`src/rtl/prefixed_number_parser_defines.svh`:
```
// ----------------------------------------------------------------------------
// Prefixed number parser assertion macros
// Clocked property shorthands shared by the parser queue and back end.
// ----------------------------------------------------------------------------
`ifndef PREFIXED_NUMBER_PARSER_DEFINES_SVH
`define PREFIXED_NUMBER_PARSER_DEFINES_SVH

// same-cycle implication, off during reset
`define PNP_ASSERT_IMP(lbl, ante, cons, msg) \
    lbl: assert property (@(posedge i_clk) disable iff (!i_rst_n) (ante) |-> (cons)) \
        else $error(msg);

// next-cycle implication, off during reset
`define PNP_ASSERT_NXT(lbl, ante, cons, msg) \
    lbl: assert property (@(posedge i_clk) disable iff (!i_rst_n) (ante) |=> (cons)) \
        else $error(msg);

`endif

```
`src/rtl/pnp_pkg.sv`:
```
// ----------------------------------------------------------------------------
// Prefixed number parser package
// Shared constants, character codes, request and result types.
// ----------------------------------------------------------------------------
package pnp_pkg;

    localparam int MAX_LEN_DEF = 256;
    localparam int QUEUE_DEPTH = 2;
    localparam int QPTR_W      = $clog2(QUEUE_DEPTH);
    localparam int QCNT_W      = $clog2(QUEUE_DEPTH + 1);

    localparam logic [7:0] CH_NUL     = 8'h00;
    localparam logic [7:0] CH_ZERO    = 8'h30;
    localparam logic [7:0] CH_NINE    = 8'h39;
    localparam logic [7:0] CH_LO_A    = 8'h61;
    localparam logic [7:0] CH_LO_F    = 8'h66;
    localparam logic [7:0] CH_UP_A    = 8'h41;
    localparam logic [7:0] CH_UP_F    = 8'h46;
    localparam logic [7:0] CH_PERCENT = 8'h25;
    localparam logic [7:0] CH_HASH    = 8'h23;
    localparam logic [7:0] CH_DOLLAR  = 8'h24;
    localparam logic [7:0] CH_B       = 8'h62;
    localparam logic [7:0] CH_O       = 8'h6F;
    localparam logic [7:0] CH_D       = 8'h64;
    localparam logic [7:0] CH_H       = 8'h68;
    localparam logic [7:0] CH_X       = 8'h78;

    localparam logic [4:0] BASE_2  = 5'd2;
    localparam logic [4:0] BASE_8  = 5'd8;
    localparam logic [4:0] BASE_10 = 5'd10;
    localparam logic [4:0] BASE_16 = 5'd16;

    localparam logic [2:0] STATUS_OK        = 3'd0;
    localparam logic [2:0] STATUS_MISSING   = 3'd1;
    localparam logic [2:0] STATUS_BADPREFIX = 3'd2;
    localparam logic [2:0] STATUS_OVERFLOW  = 3'd3;
    localparam logic [2:0] STATUS_INVALID   = 3'd4;

    typedef struct packed {
        logic [7:0] char_code;
        logic       last;
    } t_in_req;

    typedef struct packed {
        logic [2:0]  status;
        logic [31:0] value;
        logic [4:0]  base;
        logic [8:0]  consumed;
    } t_out_res;

    typedef struct packed {
        logic       nul;
        logic       zero;
        logic       hex;
        logic [3:0] dig;
        logic       sym_ok;
        logic [4:0] sym_base;
        logic       let_ok;
        logic [4:0] let_base;
        logic       last;
    } t_cls;

endpackage

```
`src/rtl/pnp_front.sv`:
```
// ----------------------------------------------------------------------------
// Prefixed number parser front end
// Accepts character requests and classifies them for the parse queue.
// ----------------------------------------------------------------------------
module pnp_front
    import pnp_pkg::*;
(
    input  logic    i_in_valid,
    input  t_in_req i_in,
    output logic    o_in_stall,
    output logic    o_push,
    output t_cls    o_push_ent,
    input  logic    i_full
);

    logic [7:0] w_c;
    logic       w_dec;
    logic       w_lo;
    logic       w_up;

    assign w_c   = i_in.char_code;
    assign w_dec = (w_c >= CH_ZERO) && (w_c <= CH_NINE);
    assign w_lo  = (w_c >= CH_LO_A) && (w_c <= CH_LO_F);
    assign w_up  = (w_c >= CH_UP_A) && (w_c <= CH_UP_F);

    always_comb begin
        o_push_ent          = '0;
        o_push_ent.last     = i_in.last;
        o_push_ent.nul      = (w_c == CH_NUL);
        o_push_ent.zero     = (w_c == CH_ZERO);
        o_push_ent.hex      = w_dec || w_lo || w_up;
        o_push_ent.dig      = w_dec ? w_c[3:0] : 4'(w_c[3:0] + 4'd9);
        o_push_ent.sym_ok   = 1'b1;
        o_push_ent.sym_base = BASE_10;
        unique case (w_c)
            CH_PERCENT: o_push_ent.sym_base = BASE_2;
            CH_HASH:    o_push_ent.sym_base = BASE_10;
            CH_DOLLAR:  o_push_ent.sym_base = BASE_16;
            default:    o_push_ent.sym_ok   = 1'b0;
        endcase
        o_push_ent.let_ok   = 1'b1;
        o_push_ent.let_base = BASE_10;
        unique case (w_c) inside
            CH_B:       o_push_ent.let_base = BASE_2;
            CH_O:       o_push_ent.let_base = BASE_8;
            CH_D:       o_push_ent.let_base = BASE_10;
            CH_H, CH_X: o_push_ent.let_base = BASE_16;
            default:    o_push_ent.let_ok   = 1'b0;
        endcase
    end

    assign o_in_stall = i_full;
    assign o_push     = i_in_valid && !i_full;

endmodule

```
`src/rtl/pnp_queue.sv`:
```
// ----------------------------------------------------------------------------
// Prefixed number parser queue
// Short register queue of classified characters between front and back.
// ----------------------------------------------------------------------------
`include "prefixed_number_parser_defines.svh"

module pnp_queue
    import pnp_pkg::*;
(
    input  logic i_clk,
    input  logic i_rst_n,
    input  logic i_push,
    input  t_cls i_push_ent,
    output logic o_full,
    input  logic i_pop,
    output t_cls o_pop_ent,
    output logic o_empty
);

    t_cls              r_mem [QUEUE_DEPTH];
    logic [QPTR_W-1:0] r_wr_ptr;
    logic [QPTR_W-1:0] r_rd_ptr;
    logic [QCNT_W-1:0] r_count;
    logic [QCNT_W-1:0] n_count;

    always_comb begin
        n_count = r_count;
        if (i_push && !i_pop) begin
            n_count = r_count + QCNT_W'(1);
        end else if (!i_push && i_pop) begin
            n_count = r_count - QCNT_W'(1);
        end
    end

    always_ff @(posedge i_clk) begin
        if (!i_rst_n) begin
            r_wr_ptr <= '0;
            r_rd_ptr <= '0;
            r_count  <= '0;
        end else begin
            if (i_push) begin
                r_wr_ptr <= r_wr_ptr + QPTR_W'(1);
            end
            if (i_pop) begin
                r_rd_ptr <= r_rd_ptr + QPTR_W'(1);
            end
            r_count <= n_count;
        end
    end

    always_ff @(posedge i_clk) begin
        if (i_push) begin
            r_mem[r_wr_ptr] <= i_push_ent;
        end
    end

    assign o_pop_ent = r_mem[r_rd_ptr];
    assign o_full    = (r_count == QCNT_W'(QUEUE_DEPTH));
    assign o_empty   = (r_count == '0);

    `PNP_ASSERT_IMP(a_cnt_bound, 1'b1, r_count <= QCNT_W'(QUEUE_DEPTH), "queue count overrun")
    `PNP_ASSERT_NXT(a_cnt_inc, i_push && !i_pop, r_count == $past(r_count) + QCNT_W'(1), "lost push")
    `PNP_ASSERT_IMP(a_pop_nonempty, i_pop, r_count != '0, "pop from empty queue")

endmodule

```
`src/rtl/pnp_back.sv`:
```
// ----------------------------------------------------------------------------
// Prefixed number parser back end
// Runs the base selection and digit accumulation and registers the result.
// ----------------------------------------------------------------------------
`include "prefixed_number_parser_defines.svh"

module pnp_back
    import pnp_pkg::*;
#(
    parameter int MAX_LEN = MAX_LEN_DEF
) (
    input  logic     i_clk,
    input  logic     i_rst_n,
    input  t_cls     i_ent,
    input  logic     i_empty,
    output logic     o_pop,
    output logic     o_out_valid,
    output t_out_res o_out,
    input  logic     i_out_stall
);

    localparam int               POS_W   = $clog2(MAX_LEN + 1);
    localparam logic [POS_W-1:0] MAX_POS = POS_W'(MAX_LEN);

    localparam logic [2:0] PH_START      = 3'd0;
    localparam logic [2:0] PH_AFTER_ZERO = 3'd1;
    localparam logic [2:0] PH_DIGITS     = 3'd2;
    localparam logic [2:0] PH_DONE       = 3'd3;
    localparam logic [2:0] PH_MISSING    = 3'd4;
    localparam logic [2:0] PH_BADPREFIX  = 3'd5;

    logic [2:0]       r_phase, n_phase;
    logic [63:0]      r_acc, n_acc;
    logic [4:0]       r_base, n_base;
    logic [POS_W-1:0] r_pos, n_pos;
    logic             r_seen, n_seen;
    logic             r_ovf, n_ovf;
    logic             r_out_valid;
    t_out_res         r_out;
    t_out_res         w_res;

    logic             w_take;
    logic             w_dig_ok;
    logic [67:0]      w_mul;
    logic [67:0]      w_sum;
    logic [POS_W+8:0] w_pos_ext;

    logic             w_chk_ok;
    logic             w_chk_err;
    logic             w_chk_hold;

    always_comb begin
        case (r_base)
            BASE_2:  w_mul = {3'b0, r_acc, 1'b0};
            BASE_8:  w_mul = {1'b0, r_acc, 3'b0};
            BASE_16: w_mul = {r_acc, 4'b0};
            default: w_mul = {1'b0, r_acc, 3'b0} + {3'b0, r_acc, 1'b0};
        endcase
        w_sum = w_mul + {64'd0, i_ent.dig};
    end

    assign w_dig_ok = (r_pos < MAX_POS) && !i_ent.nul && i_ent.hex
                      && ({1'b0, i_ent.dig} < r_base);

    always_comb begin
        n_phase = r_phase;
        n_acc   = r_acc;
        n_base  = r_base;
        n_pos   = r_pos;
        n_seen  = r_seen;
        n_ovf   = r_ovf;
        w_take  = 1'b0;
        unique case (r_phase)
            PH_START: begin
                if (i_ent.nul) begin
                    n_phase = PH_MISSING;
                end else if (i_ent.zero) begin
                    n_base  = BASE_10;
                    n_acc   = '0;
                    n_seen  = 1'b1;
                    n_pos   = POS_W'(1);
                    n_phase = PH_AFTER_ZERO;
                end else if (i_ent.hex) begin
                    n_base  = BASE_10;
                    n_phase = PH_DIGITS;
                    w_take  = 1'b1;
                end else if (i_ent.sym_ok) begin
                    n_base  = i_ent.sym_base;
                    n_pos   = POS_W'(1);
                    n_phase = PH_DIGITS;
                end else begin
                    n_phase = PH_BADPREFIX;
                end
            end
            PH_AFTER_ZERO: begin
                if (i_ent.let_ok) begin
                    n_base  = i_ent.let_base;
                    n_seen  = 1'b0;
                    n_pos   = POS_W'(2);
                    n_phase = PH_DIGITS;
                end else begin
                    n_phase = PH_DIGITS;
                    w_take  = 1'b1;
                end
            end
            PH_DIGITS: begin
                w_take = 1'b1;
            end
            default: begin
            end
        endcase
        if (w_take) begin
            if (w_dig_ok) begin
                n_acc  = w_sum[63:0];
                n_ovf  = r_ovf || (w_sum[67:64] != 4'd0);
                n_seen = 1'b1;
                n_pos  = r_pos + POS_W'(1);
            end else begin
                n_phase = PH_DONE;
            end
        end
    end

    assign w_pos_ext = {9'd0, n_pos};

    always_comb begin
        w_res          = '0;
        w_res.base     = BASE_10;
        w_res.status   = STATUS_OK;
        if (n_phase == PH_MISSING) begin
            w_res.status = STATUS_MISSING;
        end else if (n_phase == PH_BADPREFIX) begin
            w_res.status = STATUS_BADPREFIX;
        end else begin
            w_res.base = n_base;
            if (n_ovf) begin
                w_res.status = STATUS_OVERFLOW;
            end else if (!n_seen) begin
                w_res.status = STATUS_INVALID;
            end else begin
                w_res.value    = n_acc[31:0];
                w_res.consumed = w_pos_ext[8:0];
            end
        end
    end

    assign o_pop = !i_empty && (!i_ent.last || !r_out_valid || !i_out_stall);

    always_ff @(posedge i_clk) begin
        if (!i_rst_n) begin
            r_phase     <= PH_START;
            r_acc       <= '0;
            r_base      <= BASE_10;
            r_pos       <= '0;
            r_seen      <= 1'b0;
            r_ovf       <= 1'b0;
            r_out_valid <= 1'b0;
        end else begin
            if (o_pop && i_ent.last) begin
                r_phase     <= PH_START;
                r_acc       <= '0;
                r_base      <= BASE_10;
                r_pos       <= '0;
                r_seen      <= 1'b0;
                r_ovf       <= 1'b0;
                r_out_valid <= 1'b1;
            end else begin
                if (o_pop) begin
                    r_phase <= n_phase;
                    r_acc   <= n_acc;
                    r_base  <= n_base;
                    r_pos   <= n_pos;
                    r_seen  <= n_seen;
                    r_ovf   <= n_ovf;
                end
                if (!i_out_stall) begin
                    r_out_valid <= 1'b0;
                end
            end
        end
    end

    always_ff @(posedge i_clk) begin
        if (o_pop && i_ent.last) begin
            r_out <= w_res;
        end
    end

    assign o_out_valid = r_out_valid;
    assign o_out       = r_out;

    assign w_chk_ok   = r_out_valid && (r_out.status == STATUS_OK);
    assign w_chk_err  = r_out_valid && ((r_out.status == STATUS_MISSING)
                        || (r_out.status == STATUS_BADPREFIX));
    assign w_chk_hold = (r_phase == PH_DONE) && !(o_pop && i_ent.last);

    `PNP_ASSERT_IMP(a_ok_consumed, w_chk_ok, r_out.consumed != '0, "empty ok result")
    `PNP_ASSERT_IMP(a_err_base, w_chk_err, r_out.base == BASE_10, "error result not decimal")
    `PNP_ASSERT_NXT(a_done_hold, w_chk_hold, (r_phase == PH_DONE) && $stable(r_pos), "parse moved")

endmodule

```
`src/rtl/prefixed_number_parser.sv`:
```
// ----------------------------------------------------------------------------
// Prefixed number parser
// Parses a character stream into a number with base prefix selection.
// ----------------------------------------------------------------------------
//  channel | direction | handshake               | payload
//  in      | request   | i_in_valid / o_in_stall  | t_in_req  (char_code, last)
//  out     | result    | o_out_valid / i_out_stall| t_out_res (status, value, base, consumed)
//
//  One character per cycle sustained while no result waits under i_out_stall:
//  the back end takes one queued character a cycle and registers each result.
//  Reset (i_rst_n low, synchronous) empties the queue and clears the parse.
//  While a result waits under i_out_stall, non-last characters keep flowing;
//  a last character waits in the two-entry queue, and o_in_stall rises when
//  the queue is full.
// ----------------------------------------------------------------------------
module prefixed_number_parser
    import pnp_pkg::*;
#(
    parameter int MAX_LEN = MAX_LEN_DEF
) (
    input  logic     i_clk,
    input  logic     i_rst_n,
    input  logic     i_in_valid,
    output logic     o_in_stall,
    input  t_in_req  i_in,
    output logic     o_out_valid,
    input  logic     i_out_stall,
    output t_out_res o_out
);

    logic w_push;
    t_cls w_push_ent;
    logic w_full;
    logic w_pop;
    t_cls w_pop_ent;
    logic w_empty;

    pnp_front u_front (
        .i_in_valid (i_in_valid),
        .i_in       (i_in),
        .o_in_stall (o_in_stall),
        .o_push     (w_push),
        .o_push_ent (w_push_ent),
        .i_full     (w_full)
    );

    pnp_queue u_queue (
        .i_clk      (i_clk),
        .i_rst_n    (i_rst_n),
        .i_push     (w_push),
        .i_push_ent (w_push_ent),
        .o_full     (w_full),
        .i_pop      (w_pop),
        .o_pop_ent  (w_pop_ent),
        .o_empty    (w_empty)
    );

    pnp_back #(
        .MAX_LEN (MAX_LEN)
    ) u_back (
        .i_clk       (i_clk),
        .i_rst_n     (i_rst_n),
        .i_ent       (w_pop_ent),
        .i_empty     (w_empty),
        .o_pop       (w_pop),
        .o_out_valid (o_out_valid),
        .o_out       (o_out),
        .i_out_stall (i_out_stall)
    );

endmodule

```
`config.mk`:
```
export PLATFORM = sky130hd
export DESIGN_NAME = prefixed_number_parser
export DESIGN_NICKNAME = d
export VERILOG_FILES = /design/src/rtl/pnp_pkg.sv /design/src/rtl/pnp_front.sv /design/src/rtl/pnp_queue.sv /design/src/rtl/pnp_back.sv /design/src/rtl/prefixed_number_parser.sv
export VERILOG_INCLUDE_DIRS = /design/src /design/src/rtl
export SDC_FILE = /design/constraint.sdc
export NUM_CORES = 1
export LEC_CHECK = 0
export BUFFER_PORTS_ARGS = -buffer_cell sky130_fd_sc_hd__buf_4
export CORE_MARGIN = 3
export CORE_UTILIZATION = 40
export CTS_CLUSTER_DIAMETER = 50
export DETAILED_ROUTE_END_ITERATION = 8
export HOLD_SLACK_MARGIN = 0.1
export PLACE_DENSITY_LB_ADDON = 0.08
export REMOVE_ABC_BUFFERS = 1
export SLEW_MARGIN = 10
export SYNTH_ARGS = -nofsm -noshare
export SYNTH_HDL_FRONTEND = slang
export SYNTH_SLANG_ARGS = --single-unit
```
`constraint.sdc`:
```
create_clock -name i_clk -period 11.8 [get_ports i_clk]
set_input_delay 1.77 -clock i_clk [delete_from_list [all_inputs] [get_ports i_clk]]
set_output_delay 1.77 -clock i_clk [all_outputs]
set_load 0.1 [all_outputs]
```
==> flow_metrics.tcl <==
set metrics [dict create \
    outcome "finished with violations" \
    violations "design-rule violations" \
    portBuffers 63 \
    diodes 0 \
    timing.final.crit_share 0.609 \
    viasPerCell 6.48 \
    max_cap_viol_count 0 \
    antenna_found_initial 2 \
    yosysWarnings 0 \
    die_area_sq_um 42100 \
    grt_max_degree 81 \
    die_y_microns 205 \
    cpMostUsedCell "buf_4" \
    gp_congestion 1.04 \
    required_ns 12.05 \
    power_w 0.00382 \
    initial_core_util 0.408 \
    clk_pin_slew_ns 0.07 \
    met1Wirelength_mm 25.9 \
    die-width_microns 205 \
    hold_ws_ns 0.483 \
    cts_buffers 17 \
    top_layer "met5" \
    synthCells 1972 \
    routed-wl-met3_mm 3.21 \
    boundaryPins 64 \
    grt_util_all_layers 0.273 \
    ff2ff_path_depth 15 \
    cts_resized 0 \
    grt_pass1_vias 15200 \
    slew_violations 0 \
    hpwl_mm 43.5 \
    reg2reg_slack_ns 4.62 \
    min_period_ns 7.18 \
    r2r_start "u_back.r_base[0]$_SDFFE_PP0P_" \
    ys_seq_area_frac 0.266 \
    crit_chain "nor4_2, and2_2, buf_4, a222oi_1, a21boi_1, nor3_1, nand3_1, nor4_1, and4b_1, nand4b_1, or2_2, a2111oi_4, o211ai_4, buf_4, a2111oi_1" \
    holdPathStages 2 \
    ys_ff_latch 170 \
    grt_pass1_wl_mm 90.6 \
    num_rows 72 \
    tightest_slew_ns 1.17 \
    critPathLaunchType "register" \
    cts_num_sinks 170 \
    finalSetupViolations 0 \
    fmax_mhz 139 \
    htree_levels 4 \
    ys.flop_type "dfxtp_1" \
    dpl_cell_area_sq_um 16600 \
    rsz0062_at_grt "false" \
    drive_gt1_frac 0.108 \
    post_cts_buffers 0 \
    hp-class "register to register" \
    synth_cell_types 103 \
    drt_iter0_drc 1954 \
    drc 9 \
    arrival_ns 7.43 \
    finalHoldViolCount 0 \
    synth_top_area_cell "edfxtp_1" \
    layout.nets 2032 \
    clk_latency_ns 0.46 \
    crit_path_end_kind "register" \
    netlist.area_leader.share 0.153 \
    overflow 0 \
    vias 16000 \
    peakVddDrop_mv 0.149 \
    drtPass1Iterations 9 \
    coreArea_sq_um 38900 \
    final_cell_area_sq_um 17200 \
    area_growth_pct 8.19 \
    skew_ns 0.0185 \
    hold_end "u_back.r_seen$_SDFFE_PP0P_" \
    leakagePower_nw 5.90 \
    crit_path_top_delay_cell "nor4_2" \
    synth_area_sq_um 15900 \
    relSlewSlack 0.219 \
    synthTopCellsByArea "edfxtp_1, dfxtp_1, ha_1" \
    route.met2.wl_mm 26.5 \
    cts_hold_buf 0 \
    clockRootBuffer "clkbuf_16" \
    min_from "u_back.r_seen$_SDFFE_PP0P_" \
    crit_fanout 63 \
    async_flop_share 0 \
    ant_nets 0 \
    routed_wirelength_mm 58.1 \
    cts_tree "built" \
    cpPeakStageDelay_ns 0.88 \
    final.setup.tns_ns 0 \
    synth_edf_count 81 \
    synth_area_per_cell_sq_um 8.05 \
    clock_path_buffers 2 \
    routedWlPerCell_microns 23.5 \
    crit_type "register to register" \
    timing.rr.end "u_back.o_out[4]$_SDFFCE_PP0P_" \
    cellPowerDensity_nw_per_um2 222 \
]
power by group:
group | internal (W) | total (W) | leakage, nW | switching (W)
Sequential | 0.000769 | 0.000923 | 1.47 | 0.000154
Clock | 0.000300 | 0.000562 | 0.279 | 0.000263
Combinational | 0.000640 | 0.00233 | 4.15 | 0.00169
how the worst max path moves through the flow:
stage                                  start                       endpoint  slack (ns)  cells after the start
6_report       u_back.r_base[0]$_SDFFE_PP0P_  u_back.o_out[4]$_SDFFCE_PP0P_        4.62                     15
5_1_grt        u_back.r_base[0]$_SDFFE_PP0P_  u_back.o_out[4]$_SDFFCE_PP0P_        4.11                     15
4_1_cts        u_back.r_base[0]$_SDFFE_PP0P_  u_back.o_out[4]$_SDFFCE_PP0P_        4.74                     15
3_5_place_dp   u_back.r_base[0]$_SDFFE_PP0P_  u_back.o_out[4]$_SDFFCE_PP0P_        4.81                     15
3_3_place_gp   u_back.r_base[0]$_SDFFE_PP0P_  u_back.o_out[4]$_SDFFCE_PP0P_        4.86                     17
2_1_floorplan  u_back.r_base[0]$_SDFFE_PP0P_  u_back.o_out[3]$_SDFFCE_PP0P_        5.18                     17
worst max-delay path: cells and delay by family (launching register included):
family | cells | cell delay (ns)
AO/OA/AOI/OAI | 5 | 1.31
AND/OR/NAND/NOR | 8 | 4.04
flip-flops | 1 | 0.60
buffers and inverters | 2 | 0.93
cell usage in the layout (no fill, tap or decap), types with 43 or more instances in the layout:
cell	n
a211oi_1	43
a21oi_1	157
a22oi_1	49
buf_4	80
dfxtp_1	89
edfxtp_1	81
ha_1	75
nand2_1	185
nand3_1	45
nand4_1	51
nor2_1	211
nor3_1	48
o21ai_0	93
xnor2_1	54
xor2_1	47
layer usage:
metal	vias up	GRT usage
met5	-	0
met4	4	0.111
met3	139	0.0367
met2	597	0.439
met1	7660	0.370
li1	7619	-
area by class of cell:
cell class | instances | area [sq um]
clock buffers | 20 | 447
clock inverters | 12 | 115
fillers | 3980 | 21700
inverters | 40 | 150
multi-input cells | 1633 | 11000
flip-flops and latches | 170 | 4210
well taps | 518 | 648
repair buffers | 80 | 601
through the flow:
step           utilization  cells  setup slack [ns]
2_1_floorplan            -   1843              5.18
3_3_place_gp         0.427   2441              4.86
3_5_place_dp         0.427   2441              4.81
4_1_cts              0.441   2473              4.74
5_1_grt              0.441   2473              4.11
6_report             0.441   2473              4.62
sequential cells by signal, indices dropped and copies added, names as in the netlist, named ones only:
register,cells
u_back.o_out,49
u_back.o_out_valid,1
u_back.r_acc,64
u_back.r_base,5
u_back.r_ovf,1
u_back.r_phase,3
u_back.r_pos,9
u_back.r_seen,1
u_queue.r_count,2
u_queue.r_mem,32
u_queue.r_rd_ptr,1
u_queue.r_wr_ptr,1
cells in the mapped netlist, drive strengths merged (46+ instances only):
library cell,number
dfxtp,89
a21oi,159
edfxtp,81
nand4,51
nor3,50
a211oi,80
nor2,214
nand2,186
ha,75
xor2,47
xnor2,54
buf,47
clkbuf,82
nand3,46
a22oi,49
o21ai,104
cell families (layout without fill, tap and decap cells):
logic type               after synthesis  count (layout)  synth area share
buffers and inverters                169             152            0.0442
multiplexers                          24              24            0.0161
AO/OA/AOI/OAI                        707             707             0.327
adder cells (fa/ha/maj)               77              77            0.0617
XOR/XNOR                             101             101            0.0557
flip-flops                           170             170             0.266
AND/OR/NAND/NOR                      724             724             0.230
No activity file was read; power rests on OpenSTA's default activity.
